$ cat src/design/ppe_pkg.sv
// shared types, constants and helpers of the particle pool engine
package ppe_pkg;

	localparam int POOL_SIZE = 64;
	localparam int IDX_W = (POOL_SIZE > 1) ? $clog2(POOL_SIZE) : 1;
	localparam int CFG_IDX_W = 1;
	localparam int CFG_W = 16;

	localparam logic [CFG_W-1:0] GRAVITY_RST = 16'd307;
	localparam logic [CFG_W-1:0] DRAG_RST = 16'd384;
	// 1.0 in Q.20
	localparam logic signed [33:0] DRAG_ONE = 34'sd1048576;
	localparam logic [7:0] ALPHA_MAX = 8'd255;

	localparam logic [CFG_IDX_W-1:0] CFG_GRAVITY = 1'd0;
	localparam logic [CFG_IDX_W-1:0] CFG_DRAG = 1'd1;

	typedef enum logic [1:0] {
		ACT_SPAWN = 2'd0,
		ACT_STEP = 2'd1,
		ACT_RENDER = 2'd2
	} action_t;

	// one pool slot as held in the slot memory
	typedef struct packed {
		logic signed [31:0] px;
		logic signed [31:0] py;
		logic signed [31:0] pz;
		logic signed [31:0] vx;
		logic signed [31:0] vy;
		logic signed [31:0] vz;
		logic [7:0] r;
		logic [7:0] g;
		logic [7:0] b;
		logic [15:0] life;
		logic [15:0] full;
		logic [15:0] size;
	} slot_t;

	localparam int SLOT_W = $bits(slot_t);

	// controller to datapath commands
	typedef struct packed {
		logic load;
		logic [IDX_W-1:0] idx;
		logic rd;
		logic spawn_wr;
		logic setup;
		logic grav;
		logic dmul;
		logic dsat;
		logic pmul;
		logic wb;
		logic div_start;
		logic emit;
		logic emit_empty;
	} ppe_cmd_t;

	// datapath to controller status
	typedef struct packed {
		logic alive;
		logic any_alive;
		logic more_after;
		logic div_done;
	} ppe_sts_t;

	// clamp a wide signed value to 32 bits
	function automatic logic signed [31:0] sat32(input logic signed [65:0] v);
		if (v > 66'sd2147483647) begin
			return 32'sh7fffffff;
		end else if (v < -66'sd2147483648) begin
			return 32'sh80000000;
		end
		return 32'(v);
	endfunction

endpackage

$ cat src/design/ppe_ctrl.sv
// controller state machine, walks the pool slots for each action
module ppe_ctrl import ppe_pkg::*; (
	input  logic       clk,
	input  logic       arst_n,
	input  logic       start,
	input  logic [1:0] action,
	input  ppe_sts_t   sts,
	output logic       busy,
	output ppe_cmd_t   cmd
);

	typedef enum logic [3:0] {
		S_IDLE,
		S_SPAWN,
		S_SETUP,
		S_STEP_CHK,
		S_GRAV,
		S_DMUL,
		S_DSAT,
		S_PMUL,
		S_WB,
		S_REN_BEGIN,
		S_REN_CHK,
		S_REN_DIV,
		S_REN_WAIT
	} state_t;

	state_t state_q;
	logic [IDX_W-1:0] idx_q;
	logic busy_q;
	logic last_idx;

	assign last_idx = (idx_q == IDX_W'(POOL_SIZE - 1));

	// state, slot counter and busy
	always_ff @(posedge clk or negedge arst_n) begin
		if (!arst_n) begin
			state_q <= S_IDLE;
			idx_q <= '0;
			busy_q <= 1'b0;
		end else begin
			case (state_q)
				S_IDLE: begin
					idx_q <= '0;
					if (start) begin
						case (action)
							ACT_SPAWN: begin
								state_q <= S_SPAWN;
								busy_q <= 1'b1;
							end
							ACT_STEP: begin
								state_q <= S_SETUP;
								busy_q <= 1'b1;
							end
							ACT_RENDER: begin
								state_q <= S_REN_BEGIN;
								busy_q <= 1'b1;
							end
							default: begin
								state_q <= S_IDLE;
							end
						endcase
					end
				end
				S_SPAWN: begin
					if (!sts.alive || last_idx) begin
						state_q <= S_IDLE;
						busy_q <= 1'b0;
					end else begin
						idx_q <= idx_q + 1'b1;
					end
				end
				S_SETUP: state_q <= S_STEP_CHK;
				S_STEP_CHK: begin
					if (sts.alive) begin
						state_q <= S_GRAV;
					end else if (last_idx) begin
						state_q <= S_IDLE;
						busy_q <= 1'b0;
					end else begin
						idx_q <= idx_q + 1'b1;
					end
				end
				S_GRAV: state_q <= S_DMUL;
				S_DMUL: state_q <= S_DSAT;
				S_DSAT: state_q <= S_PMUL;
				S_PMUL: state_q <= S_WB;
				S_WB: begin
					if (last_idx) begin
						state_q <= S_IDLE;
						busy_q <= 1'b0;
					end else begin
						idx_q <= idx_q + 1'b1;
						state_q <= S_STEP_CHK;
					end
				end
				S_REN_BEGIN: begin
					if (!sts.any_alive) begin
						state_q <= S_IDLE;
						busy_q <= 1'b0;
					end else begin
						state_q <= S_REN_CHK;
					end
				end
				S_REN_CHK: begin
					if (sts.alive) begin
						state_q <= S_REN_DIV;
					end else if (last_idx) begin
						state_q <= S_IDLE;
						busy_q <= 1'b0;
					end else begin
						idx_q <= idx_q + 1'b1;
					end
				end
				S_REN_DIV: state_q <= S_REN_WAIT;
				S_REN_WAIT: begin
					if (sts.div_done) begin
						if (!sts.more_after) begin
							state_q <= S_IDLE;
							busy_q <= 1'b0;
						end else begin
							idx_q <= idx_q + 1'b1;
							state_q <= S_REN_CHK;
						end
					end
				end
				default: begin
					state_q <= S_IDLE;
					busy_q <= 1'b0;
				end
			endcase
		end
	end

	// command decode
	always_comb begin
		cmd = '0;
		cmd.idx = idx_q;
		cmd.load = (state_q == S_IDLE) && start;
		cmd.rd = ((state_q == S_STEP_CHK) || (state_q == S_REN_CHK)) && sts.alive;
		cmd.spawn_wr = (state_q == S_SPAWN) && !sts.alive;
		cmd.setup = (state_q == S_SETUP);
		cmd.grav = (state_q == S_GRAV);
		cmd.dmul = (state_q == S_DMUL);
		cmd.dsat = (state_q == S_DSAT);
		cmd.pmul = (state_q == S_PMUL);
		cmd.wb = (state_q == S_WB);
		cmd.div_start = (state_q == S_REN_DIV);
		cmd.emit = (state_q == S_REN_WAIT) && sts.div_done;
		cmd.emit_empty = (state_q == S_REN_BEGIN) && !sts.any_alive;
	end

	assign busy = busy_q;

	// a render result always comes from a live slot
	a_emit_live: assert property (@(posedge clk) disable iff (!arst_n)
		cmd.emit |-> sts.alive) else $error("render result from a dead slot");

	// the step ends after the write back of the top slot
	a_step_end: assert property (@(posedge clk) disable iff (!arst_n)
		(state_q == S_WB && last_idx) |=> !busy_q) else $error("step did not end");

	// the slot counter rests at zero while idle
	a_idle_idx: assert property (@(posedge clk) disable iff (!arst_n)
		(state_q == S_IDLE && !busy_q) |=> (idx_q == '0))
		else $error("slot counter not cleared in idle");

endmodule

$ cat config.mk
export PLATFORM = sky130hd
export DESIGN_NAME = ppe_ctrl
export DESIGN_NICKNAME = d
export VERILOG_FILES = /design/src/design/ppe_pkg.sv /design/src/design/ppe_ctrl.sv
export SDC_FILE = /design/constraint.sdc
export NUM_CORES = 1
export LEC_CHECK = 0
export BUFFER_PORTS_ARGS = -buffer_cell sky130_fd_sc_hd__buf_2
export CORE_MARGIN = 4
export CORE_UTILIZATION = 45
export DETAILED_ROUTE_END_ITERATION = 10
export GPL_TIMING_DRIVEN = 0
export PLACE_DENSITY = 0.73
export SYNTH_ARGS = -nofsm -noshare
export SYNTH_HDL_FRONTEND = slang
export SYNTH_SLANG_ARGS = --single-unit
$ cat constraint.sdc
create_clock -name clk -period 6.4 [get_ports clk]
set_clock_uncertainty 0.1 [all_clocks]
set_input_delay 1.92 -clock clk [delete_from_list [all_inputs] [get_ports clk]]
set_output_delay 1.92 -clock clk [all_outputs]
set_load 0.05 [all_outputs]
==> impl_metrics.yaml <==
yosys:
  synth_warnings: 0
  synth-edff-count: 0
  syn_inst: 139
  postSynth.asyncResetShare_pct: 100
  synth_cell_types: 44
  seq_area_frac_synth_pct: 26.9
  syn_nets: 149
  most_used_dff_post_synth: "dfrtp_1"
  synthesized_flop_and_latch_total: 11
  synth.avg_cell_area_sq_um: 7.36
  syn_area_sq_um: 1020
timing:
  layout_worst_path_cycle_share_pct: 72.2
  report.final.slew_viol_count: 0
  fin_crit_ps: 4620
  final-setup-viol-count: 0
  final.setup.tns_ps: 0
  hold_viol: 0
  fmax_mhz: 216
  worst_slack_ps: 1780
  worst_slew_pin_slew_ps: 745
  grt_setup_unrepaired: "no"
  worst_slew_margin_relative_to_its_limit_pct: 49.9
die:
  die_h_um: 55.7
  fp.dieArea_sq_um: 3100
  chipWidth_um: 55.7
  core_area_sq_um: 2190
  io-pin-count: 28
  initial_utilization_pct: 46.7
  rows: 17
final_layout:
  area_delta_synth_final_pct: 18.7
  layout-drive-gt1-share_pct: 22.5
  antenna_cells_inserted: 0
  layout.nets: 180
clock_tree:
  cts_max_level: 1
  hold_buffers: 0
  post_cts_resize_count: 0
  cts.clk_slew.worst_paths_ps: 70
  tritoncts.num_buffers: 3
  clock_sink_count: 11
  clock_tree_from_tritoncts: "yes"
  cts_post_setup_buffers_inserted: 0
  clk-insertion-delay-late_ps: 270
  cts-root-to-sink-buffers: 2
  clk_root_buffer_cell: "clkbuf_4"
hold_path:
  min_to: "busy$_DFFE_PN0P_"
  timing.hold.worst.start: "busy$_DFFE_PN0P_"
  min_path_type: "reg2reg"
  worst_hold_path.num_cells: 2
pwr:
  total_leakage_power_nw: 0.541
  vdd_ir_drop_max_v: 0.000341
  fin_total_pwr_uw: 556
  pwr-share-seq_pct: 18.7
  power_density_nw_per_um2: 457
  share_comb_of_total_power_pct: 73.0
  power.internal_uw: 240
  switching_share_pct: 56.8
  net_switching_power_uw: 316
  share_clk_of_total_power_pct: 8.4
place:
  finalWeightedCongestion: 0.857
  dp_hpwl_um: 2050
  port_buffers: 26
  preCtsSetupSlack_ps: 1770
setup_path:
  timing.critical_path.from_type: "input pin"
  r2r_start: "state_q[3]$_DFFE_PN0P_"
  rr_worst_depth: 6
  crit_arrival_ps: 2600
  timing.critical_path.fanout_max: 9
  setup.worst_path.class: "in2out"
  end_kind: "output port"
  timing.critical_path.required_ps: 4380
  timing.rr.end: "idx_q[3]$_DFFE_PN0P_"
  reg2reg_slack_ps: 4270
  setup.worst_path.start: "sts[3]"
detailed_routing:
  num_vias: 1127
  antenna_violation_net_count_after_detailed_routing: 0
  detail_route.wirelength_um: 2690
  count_of_unresolved_drc_violations_after_routing: 0
  detail_route.vias_per_cell: 5.72
  drt-pass1-iter-count: 4
  first_iter_violations: 35
  wl_per_cell_um: 13.6
global_routing:
  grt_pass1_vias: 1054
  antenna_found_initial: 0
  grt_max_degree: 12
  gr-total-overflow: 0
  track_usage_pct: 18.1
  global_route_wire_length_before_repair_um: 4640
job:
  max_cap_violations: 0
outcome:
  outcome: "finished, final reports clean"
-- cells in the mapped netlist, types with 2 or more instances --
cell type   n  share of area, %
nor3_1      6               2.9
nor2_1     11               4.0
or3_1       3               1.8
nor2b_1     4               2.4
clkbuf_1    3               1.1
nand4_1     2               1.2
a21boi_0    2               1.5
a21oi_1    12               5.9
nand2b_1    2               1.2
o22ai_1     5               3.1
inv_1       5               1.8
buf_2       3               1.5
nand2_1    17               6.2
and2_1      4               2.4
o211ai_1    2               1.5
a31oi_1     2               1.2
o21ai_0    11               5.4
dfrtp_1    11                27
and3_1      2               1.2
nand3_1     7               3.4
buf_1       2              0.73
-- worst max-delay path by stage --
stage | cells after the start | end
6_report | 4 | cmd[9]
5_1_grt | 4 | cmd[9]
4_1_cts | 4 | cmd[9]
3_5_place_dp | 4 | cmd[9]
3_3_place_gp | 4 | cmd[9]
2_1_floorplan | 1 | cmd[0]
-- registers in the layout, summed over array words and instances (netlist names) --
register	flops
busy	1
idx_q	6
state_q	4
-- cell families (layout without fill, tap and decap cells) --
| logic type | count (synthesis) | in the layout | share of synthesized area (%) |
|---|---|---|---|
| AO/OA/AOI/OAI | 46 | 46 | 31.1 |
| XOR/XNOR | 1 | 1 | 0.856 |
| adder cells (fa/ha/maj) | 1 | 1 | 1.22 |
| buffers and inverters | 15 | 45 | 6.97 |
| flip-flops | 11 | 11 | 26.9 |
| multiplexers | 1 | 1 | 1.10 |
| AND/OR/NAND/NOR | 64 | 64 | 31.9 |
-- cell type report --
cell class              count  area [sq um]
fillers                   234           976
multi-input cells         113           677
flip-flops and latches     11           275
repair buffers             26           130
plain buffers              10          52.6
well taps                  28          35.0
clock buffers               4          26.3
inverters                   5          18.8
-- power by group through the flow --
stage               combinational (mW)  sequential, mW  clock (mW)
floorplan                        0.292           0.131           0
global placement                 0.397           0.105           0
detailed placement               0.400           0.105           0
CTS                              0.403           0.104      0.0478
global route                     0.444           0.107      0.0532
finish                           0.405           0.104      0.0464
-- per-stage QoR --
step           area, sq um  std cells  hold WS [ps]  util [%]
2_1_floorplan         1020        139           468         -
3_3_place_gp          1190        193           470      54.3
3_5_place_dp          1190        193           470      54.3
4_1_cts               1210        197           491      55.5
5_1_grt               1210        197           520      55.5
6_report              1210        197           485      55.5
-- layer usage --
layer	part of all wire [%]	global-route usage [%]	wire, um
met1	46	24.8	1230
met2	49	29.7	1310
met3	5.0	3.48	134
met4	0.37	3.13	10
met5	0	0	0
-- worst max-delay path: stages --
cell,delay (ps)
buf_2,160
inv_1,130
and2_1,130
buf_2,260
-- cells in the final DEF, fill, tap and decap left out, types with 3 or more instances in the layout --
cell type,synthesis,final
clkbuf_4,0,3
nand2_1,17,17
nor2_1,11,11
o22ai_1,5,5
inv_1,5,5
o21ai_0,11,11
nor3_1,6,6
nor2b_1,4,4
nand3_1,7,7
and2_1,4,4
clkbuf_1,3,4
a21oi_1,12,12
dfrtp_1,11,11
buf_2,3,29
or3_1,3,3
(Power assumes the default switching activity.)
